File: src/sv/bpv7pb_pkg.sv
// Types, codes and helpers for the BPv7 payload block parser.
// No dependencies; imported by the parser and its checker.
`default_nettype none

package bpv7pb_pkg;

   typedef enum logic [2:0] {
      PH_HEAD,
      PH_ARG,
      PH_PAYLOAD,
      PH_CRC,
      PH_BREAK
   } phase_type;

   // result kinds
   localparam logic [2:0] KIND_HDR      = 3'd0;
   localparam logic [2:0] KIND_HDR_DONE = 3'd1;
   localparam logic [2:0] KIND_PAYLOAD  = 3'd2;
   localparam logic [2:0] KIND_CRC      = 3'd3;
   localparam logic [2:0] KIND_END      = 3'd4;
   localparam logic [2:0] KIND_ERR      = 3'd5;

   // CBOR major types
   localparam logic [2:0] MAJOR_UINT  = 3'd0;
   localparam logic [2:0] MAJOR_BYTES = 3'd2;
   localparam logic [2:0] MAJOR_ARRAY = 3'd4;

   // CBOR additional info limits
   localparam logic [4:0] AI_ONE_BYTE  = 5'd24;
   localparam logic [4:0] AI_EIGHT_BYTE = 5'd27;

   // header field slots
   localparam logic [2:0] FLD_COUNT   = 3'd0;
   localparam logic [2:0] FLD_TYPE    = 3'd1;
   localparam logic [2:0] FLD_NUMBER  = 3'd2;
   localparam logic [2:0] FLD_FLAGS   = 3'd3;
   localparam logic [2:0] FLD_CRC     = 3'd4;
   localparam logic [2:0] FLD_PAYLOAD = 3'd5;

   localparam logic [1:0] CRC_NONE   = 2'd0;
   localparam logic [1:0] CRC_16     = 2'd1;
   localparam logic [1:0] CRC_32C    = 2'd2;

   localparam logic [7:0] CBOR_BREAK          = 8'hff;
   localparam logic [7:0] EXP_TYPE_RESET      = 8'd1;
   localparam logic [2:0] ELEMS_NO_CRC        = 3'd5;
   localparam logic [2:0] ELEMS_WITH_CRC      = 3'd6;
   localparam logic [5:0] MIN_HEADER_BYTES    = 6'd6;

   function automatic logic [2:0] trailer_of(input logic [1:0] crc);
      logic [2:0] len;
      case (crc)
         CRC_16:  len = 3'd3;
         CRC_32C: len = 3'd5;
         default: len = 3'd0;
      endcase
      return len;
   endfunction

endpackage

`default_nettype wire

File: src/sv/bpv7_payload_block_parser_unit.sv
// The result of an accepted request byte is registered and valid in the next cycle.
// Throughput: one byte per cycle; the only stall is a held result register.
// Every request gives exactly one result; error or end of block restarts parsing.
// Reset (synchronous, active high) returns to awaiting the array head and sets
// the expected block type to one.
`default_nettype none

module bpv7_payload_block_parser_unit (
   input  wire logic        clock,
   input  wire logic        reset,
   input  wire logic        req_valid,
   output logic             req_stall,
   input  wire logic [7:0]  req_in_byte,
   output logic             rsp_valid,
   input  wire logic        rsp_stall,
   output logic [2:0]       rsp_kind,
   output logic [7:0]       rsp_data_byte,
   output logic [63:0]      rsp_block_number,
   output logic [1:0]       rsp_crc_kind,
   output logic [63:0]      rsp_payload_length,
   output logic [5:0]       rsp_header_length,
   output logic [2:0]       rsp_trailer_length,
   input  wire logic        csr_valid,
   output logic             csr_ready,
   input  wire logic [7:0]  csr_expected_block_type
);
   import bpv7pb_pkg::*;

   logic [7:0]  exp_type_ff;

   phase_type   phase_ff, phase_in;
   logic [2:0]  elem_cnt_ff, elem_cnt_in;
   logic [2:0]  field_idx_ff, field_idx_in;
   logic [3:0]  arg_left_ff, arg_left_in;
   logic [63:0] acc_ff, acc_in;
   logic [63:0] blk_num_ff, blk_num_in;
   logic [1:0]  crc_kind_ff, crc_kind_in;
   logic [63:0] pay_left_ff, pay_left_in;
   logic [63:0] pay_len_ff, pay_len_in;
   logic [2:0]  crc_left_ff, crc_left_in;
   logic [5:0]  hdr_cnt_ff, hdr_cnt_in;

   logic        rsp_valid_ff, rsp_valid_in;
   logic [2:0]  rsp_kind_ff;
   logic [7:0]  rsp_data_ff;
   logic [63:0] rsp_blk_num_ff;
   logic [1:0]  rsp_crc_kind_ff;
   logic [63:0] rsp_pay_len_ff;
   logic [5:0]  rsp_hdr_len_ff;
   logic [2:0]  rsp_trl_len_ff;

   logic        accept;
   logic        restart;
   logic [2:0]  kind;
   logic [2:0]  major;
   logic [4:0]  ai;
   logic [2:0]  need;
   logic        fin;
   logic [63:0] fin_val;

   assign csr_ready    = 1'b1;
   assign req_stall    = rsp_valid_ff & rsp_stall;
   assign accept       = req_valid & ~req_stall;
   assign rsp_valid_in = accept | (rsp_valid_ff & rsp_stall);

   assign major = req_in_byte[7:5];
   assign ai    = req_in_byte[4:0];
   assign need  = (field_idx_ff == FLD_COUNT)   ? MAJOR_ARRAY :
                  (field_idx_ff == FLD_PAYLOAD) ? MAJOR_BYTES : MAJOR_UINT;

   always_comb begin
      phase_in    = phase_ff;
      elem_cnt_in = elem_cnt_ff;
      field_idx_in = field_idx_ff;
      arg_left_in = arg_left_ff;
      acc_in      = acc_ff;
      blk_num_in  = blk_num_ff;
      crc_kind_in = crc_kind_ff;
      pay_left_in = pay_left_ff;
      pay_len_in  = pay_len_ff;
      crc_left_in = crc_left_ff;
      hdr_cnt_in  = hdr_cnt_ff;
      kind        = KIND_ERR;
      fin         = 1'b0;
      fin_val     = '0;

      case (phase_ff)
         PH_HEAD: begin
            hdr_cnt_in = hdr_cnt_ff + 6'd1;
            if (field_idx_ff > FLD_PAYLOAD || major != need || ai > AI_EIGHT_BYTE) begin
               kind = KIND_ERR;
            end else if (ai < AI_ONE_BYTE) begin
               fin     = 1'b1;
               fin_val = {59'd0, ai};
            end else begin
               // 24..27 -> 1, 2, 4, 8 argument bytes
               arg_left_in = 4'd1 << ai[1:0];
               acc_in      = '0;
               phase_in    = PH_ARG;
               kind        = KIND_HDR;
            end
         end
         PH_ARG: begin
            hdr_cnt_in  = hdr_cnt_ff + 6'd1;
            acc_in      = {acc_ff[55:0], req_in_byte};
            arg_left_in = (arg_left_ff != 4'd0) ? arg_left_ff - 4'd1 : arg_left_ff;
            if (arg_left_in == 4'd0) begin
               fin     = 1'b1;
               fin_val = acc_in;
            end else begin
               kind = KIND_HDR;
            end
         end
         PH_PAYLOAD: begin
            kind        = KIND_PAYLOAD;
            pay_left_in = (pay_left_ff != 64'd0) ? pay_left_ff - 64'd1 : pay_left_ff;
            if (pay_left_in == 64'd0) begin
               phase_in = (crc_left_ff != 3'd0) ? PH_CRC : PH_BREAK;
            end
         end
         PH_CRC: begin
            kind        = KIND_CRC;
            crc_left_in = (crc_left_ff != 3'd0) ? crc_left_ff - 3'd1 : crc_left_ff;
            if (crc_left_in == 3'd0) begin
               phase_in = PH_BREAK;
            end
         end
         PH_BREAK: begin
            kind = (req_in_byte == CBOR_BREAK) ? KIND_END : KIND_ERR;
         end
         default: begin
            kind = KIND_ERR;
         end
      endcase

      // element value complete: check and store it
      if (fin) begin
         kind = KIND_HDR;
         case (field_idx_ff)
            FLD_COUNT: begin
               if (fin_val != {61'd0, ELEMS_NO_CRC} && fin_val != {61'd0, ELEMS_WITH_CRC}) begin
                  kind = KIND_ERR;
               end else begin
                  elem_cnt_in = fin_val[2:0];
               end
            end
            FLD_TYPE: begin
               if (fin_val != {56'd0, exp_type_ff}) begin
                  kind = KIND_ERR;
               end
            end
            FLD_NUMBER: begin
               blk_num_in = fin_val;
            end
            FLD_FLAGS: begin
               kind = KIND_HDR;
            end
            FLD_CRC: begin
               if (fin_val > {62'd0, CRC_32C}) begin
                  kind = KIND_ERR;
               end else begin
                  // crc type is kept even when the element count mismatches
                  crc_kind_in = fin_val[1:0];
                  if (elem_cnt_ff != ((fin_val == 64'd0) ? ELEMS_NO_CRC : ELEMS_WITH_CRC)) begin
                     kind = KIND_ERR;
                  end else begin
                     crc_left_in = trailer_of(fin_val[1:0]);
                  end
               end
            end
            FLD_PAYLOAD: begin
               pay_len_in  = fin_val;
               pay_left_in = fin_val;
               kind        = KIND_HDR_DONE;
               if (fin_val != 64'd0) begin
                  phase_in = PH_PAYLOAD;
               end else if (crc_left_ff != 3'd0) begin
                  phase_in = PH_CRC;
               end else begin
                  phase_in = PH_BREAK;
               end
            end
            default: begin
               kind = KIND_ERR;
            end
         endcase
         if (kind == KIND_HDR) begin
            field_idx_in = field_idx_ff + 3'd1;
            phase_in     = PH_HEAD;
         end
      end
   end

   assign restart = (kind == KIND_ERR) || (kind == KIND_END);

   always_ff @(posedge clock) begin
      if (reset) begin
         exp_type_ff <= EXP_TYPE_RESET;
      end else if (csr_valid && csr_ready) begin
         exp_type_ff <= csr_expected_block_type;
      end
   end

   always_ff @(posedge clock) begin
      if (reset || (accept && restart)) begin
         phase_ff     <= PH_HEAD;
         elem_cnt_ff  <= '0;
         field_idx_ff <= '0;
         arg_left_ff  <= '0;
         acc_ff       <= '0;
         blk_num_ff   <= '0;
         crc_kind_ff  <= '0;
         pay_left_ff  <= '0;
         pay_len_ff   <= '0;
         crc_left_ff  <= '0;
         hdr_cnt_ff   <= '0;
      end else if (accept) begin
         phase_ff     <= phase_in;
         elem_cnt_ff  <= elem_cnt_in;
         field_idx_ff <= field_idx_in;
         arg_left_ff  <= arg_left_in;
         acc_ff       <= acc_in;
         blk_num_ff   <= blk_num_in;
         crc_kind_ff  <= crc_kind_in;
         pay_left_ff  <= pay_left_in;
         pay_len_ff   <= pay_len_in;
         crc_left_ff  <= crc_left_in;
         hdr_cnt_ff   <= hdr_cnt_in;
      end
   end

   always_ff @(posedge clock) begin
      if (reset) begin
         rsp_valid_ff <= 1'b0;
      end else begin
         rsp_valid_ff <= rsp_valid_in;
      end
   end

   // result carries the values before any restart
   always_ff @(posedge clock) begin
      if (accept) begin
         rsp_kind_ff     <= kind;
         rsp_data_ff     <= req_in_byte;
         rsp_blk_num_ff  <= blk_num_in;
         rsp_crc_kind_ff <= crc_kind_in;
         rsp_pay_len_ff  <= pay_len_in;
         rsp_hdr_len_ff  <= hdr_cnt_in;
         rsp_trl_len_ff  <= trailer_of(crc_kind_in);
      end
   end

   assign rsp_valid          = rsp_valid_ff;
   assign rsp_kind           = rsp_kind_ff;
   assign rsp_data_byte      = rsp_data_ff;
   assign rsp_block_number   = rsp_blk_num_ff;
   assign rsp_crc_kind       = rsp_crc_kind_ff;
   assign rsp_payload_length = rsp_pay_len_ff;
   assign rsp_header_length  = rsp_hdr_len_ff;
   assign rsp_trailer_length = rsp_trl_len_ff;

endmodule

`default_nettype wire

File: config.mk
export PLATFORM = sky130hd
export DESIGN_NAME = bpv7_payload_block_parser_unit
export DESIGN_NICKNAME = d
export VERILOG_FILES = /design/src/sv/bpv7pb_pkg.sv /design/src/sv/bpv7_payload_block_parser_unit.sv
export SDC_FILE = /design/constraint.sdc
export NUM_CORES = 1
export LEC_CHECK = 0
export BUFFER_PORTS_ARGS = -buffer_cell sky130_fd_sc_hd__buf_4
export CELL_PAD_IN_SITES_DETAIL_PLACEMENT = 1
export CELL_PAD_IN_SITES_GLOBAL_PLACEMENT = 1
export CORE_MARGIN = 8
export CORE_UTILIZATION = 35
export DETAILED_ROUTE_END_ITERATION = 8
export PLACE_DENSITY_LB_ADDON = 0.1
export SLEW_MARGIN = 10
export SYNTH_ARGS = -nofsm -noshare
export SYNTH_HDL_FRONTEND = slang
export SYNTH_SLANG_ARGS = --single-unit
File: constraint.sdc
create_clock -name clock -period 6.8 [get_ports clock]
set_input_delay 0 -clock clock [delete_from_list [all_inputs] [get_ports clock]]
set_output_delay 0 -clock clock [all_outputs]
set_load 0.03 [all_outputs]
==> results by group <==
Timing
  • Max-slew violations: 0
  • RSZ-0062 raised after global routing: false
  • Slew HR: 20.18%
  • Total negative slack: 0 ns
  • Final hold vios: 0
  • Tmin final: roughly 5.1 ns
  • # setup viols final: 0
  • Setup ws final: 1.734 ns
  • Hold Slack: roughly 0.17 ns
  • Worst-case clock skew: 0.01930 ns
  • Worst Tran Pin Value: around 1.2 ns
  • Fmax: slightly below 200 MHz
  • Final worst-path cycle share: about 75%

Power and ir drop
  • Combinational share of power: 9.3%
  • Switching Fraction: ~25%
  • Leakage: 8.689 nW
  • Sequential fraction of design power: 46.4%
  • Pwr/cell area: 258.7 nW/um^2
  • Maximum vdd drop: 0.1747 mV
  • Clk network pwr share: 44.3%
  • Psw: between 1.5 and 2 mW
  • Int Pwr: 4.445 mW

Finish
  • Layout cell share with drive strength beyond 1: 13.81%
  • Reg area: 10130 sq um
  • # nets final: 2256
  • Multi-input logic area: 8477 sq um
  • # fillers: 6177
  • Area grow syn2layout: 19.78%
  • Post-route insts no fill: 2963
  • Number of diodes: 0

Synthesis
  • Seq cells post-synth: 431
  • Primary FF master, synth: dfxtp_1
  • Commonest cells post-synth: nor2_1, dfxtp_1, nand2_1
  • Synthesized area per cell: 9.199 sq um
  • Leading post-synthesis cells by cell area: dfxtp_1, edfxtp_1, nor2_1
  • Synth warn: 0
  • Biggest area consumer among synthesized cells: dfxtp_1
  • Async set-or-reset flop fraction in the synthesized netlist: 0%
  • Syn Nets: 2130
  • Count leader, synth: nor2_1
  • Cells after synthesis: 2092
  • Sequential area share after synthesis: 52.64%
  • Cell Area, Synth: 19240 sq um
  • Post-synth EDFFs: 150
  • Distinct cells, synth: 78
  • Yosys top cell area share: 29.23%

Global route
  • Largest net degree at the start of global routing: 101
  • First-pass GRT wire length: 106000 um
  • Initial antenna violation count: 1
  • Grt total ovfl: 0
  • Vias in the first global route: 17470
  • GRT Util Overall: 21.09%

Clocking
  • Clk pin slew, worst setup/hold paths: 0.07 ns
  • Cts hold-fix bufs: 33
  • Clk_lat worst skew: ~0.60 ns
  • CTS H-tree depth: 2
  • CTS root buf: clkbuf_16
  • Post-CTS setup buffer count: 0
  • Clock Tree Buf Depth: 3
  • CTS tree: done
  • Resized cells post-CTS: 0
  • CTS sink cnt: roughly 430
  • Number of buffers created by CTS: between 40 and 50

Critical path
  • CP max FO: a little under 100
  • Setup CP Type: flop to flop
  • Reg2Reg Launch Point: field_idx_ff[1]
  • Required time of the critical path: approximately 7.3 ns
  • Flop2flop setup slack: approximately 1.7 ns
  • Crit. Startpoint: field_idx_ff[1]
  • Worst Path Arrival: 5.53 ns
  • Worst setup SP type: flop
  • Critical Path End Type: flop

Placement
  • PortBufs: about 170
  • RePlAce Congestion: 0.8594
  • Placed Cells: 2838
  • Hpwl dp: roughly 44000 um
  • DP Worst Slack: about 1.8 ns

Worst hold path
  • HP Class: input pin to flop
  • Hold path start: rsp_stall

Floorplan
  • Die width: between 200 and 300 um
  • Core Box Area: 54770 sq um
  • Die Ht: 250.5 um
  • # IOs: 174
  • Die footprint: 62750 sq um
  • Row count: 86
  • Initial core utilization: 35.14%

Detailed routing
  • DR DRC count: 0
  • Routed vias/inst: 5.641
  • Vias post-DR: 16710
  • DR WL/cell: 22.90 um
  • Routed wire length: just under 70000 um
  • TritonRoute pass-1 iters: 5
  • Routed Antenna Nets: 0
  • Iteration-0 DRC Markers: around 1100

Run status
  • Outcome: finished, final reports clean

Flow run
  • Max Cap Violations: 0
-- registers in the layout, summed over array words and instances (netlist names), 4 cells and up --
signal	count
pay_len_ff	64
rsp_header_length	6
arg_left_ff	4
hdr_cnt_ff	6
blk_num_ff	64
rsp_block_number	64
acc_ff	56
rsp_data_byte	8
exp_type_ff	8
pay_left_ff	64
rsp_payload_length	64
-- power groups by stage --
stage,sequential [mW],combinational (mW),clock [mW]
final,2.77,0.555,2.64
after global routing,2.77,0.598,2.81
after CTS,2.77,0.561,2.71
after detailed placement,2.82,0.541,0
after global placement,2.82,0.536,0
after floorplan,2.92,0.254,0
-- placed cells by master (no fill, tap or decap), types with 7 or more instances in the layout --
cell             n
xnor2_1         28
mux2i_1         10
or2_2            7
dfxtp_1        281
nand2_1        231
a22oi_1        161
nor2b_1          9
a31oi_1          7
nor2_1         370
a211oi_1        11
xor2_1          28
inv_1           31
nand4_1         29
o21ai_0         77
o31ai_1         10
clkinv_2         8
dlygate4sd3_1   33
edfxtp_1       150
ha_1            17
or4_1           16
clkbuf_1        15
nand3_1         25
a22o_1          76
or3_1           12
nor3_1         106
nor4_1          48
a21oi_1         60
buf_4          197
clkbuf_16       50
-- stage by stage --
| step | utilization, % | cell area [sq um] | power (mW) |
|---|---|---|---|
| 6_report | 42.09 | 23050 | 5.963 |
| 5_1_grt | 42.09 | 23050 | 6.180 |
| 4_1_cts | 42.09 | 23050 | 6.036 |
| 3_5_place_dp | 38.59 | 21130 | 3.363 |
| 3_3_place_gp | 38.59 | 21130 | 3.356 |
| 2_1_floorplan | - | 19240 | 3.176 |
-- critical path, stage by stage, from the launching register on --
cell     delay, ns
dfxtp_1       0.40
inv_1         0.09
ha_1          0.33
o31a_1        0.29
o21ai_0       0.39
nand3_1       0.34
o21ai_1       0.21
buf_4         0.22
nand2_1       0.14
ha_1          0.28
and4_1        0.16
o221a_2       0.28
nand3_1       0.15
a41o_4        0.92
buf_12        0.46
nor3_1        0.12
-- routing by layer --
metal / share of wire (%) / wire, um / track usage, %
met1: 46 / 31010 / 28.25
met2: 48 / 32770 / 35.22
met3: 3.8 / 2565 / 3.410
met4: 2.2 / 1510 / 5.354
met5: 0.018 / 12 / 0
-- kinds of logic after synthesis --
logic type / count (synthesis) / synth area share [%]
compound gates: 482 / 17.89
buf+inv: 189 / 3.829
fa+ha+maj: 17 / 1.105
simple gates: 901 / 21.16
other cells: 1 / 0.01949
mux: 15 / 0.8127
xor+xnor: 56 / 2.549
flops: 431 / 52.64
-- final cells by class --
| class | instances | share of cell area [%] |
|---|---|---|
| flip-flops and latches | 431 | 43.94 |
| multi-input cells | 1472 | 36.77 |
| repair buffers | 232 | 8.023 |
| clock buffers | 70 | 5.971 |
| well taps | 704 | 3.821 |
| clock inverters | 22 | 0.9119 |
| inverters | 32 | 0.5537 |
-- worst paths after layout --
| path | endpoint | depth (start not counted) |
|---|---|---|
| max | blk_num_ff[40] | 15 |
| min | pay_left_ff[28] | 6 |
| max reg2reg | blk_num_ff[40] | 15 |
| min reg2reg | blk_num_ff[3] | 2 |
Note: power is estimated with default switching activity, not from simulation.
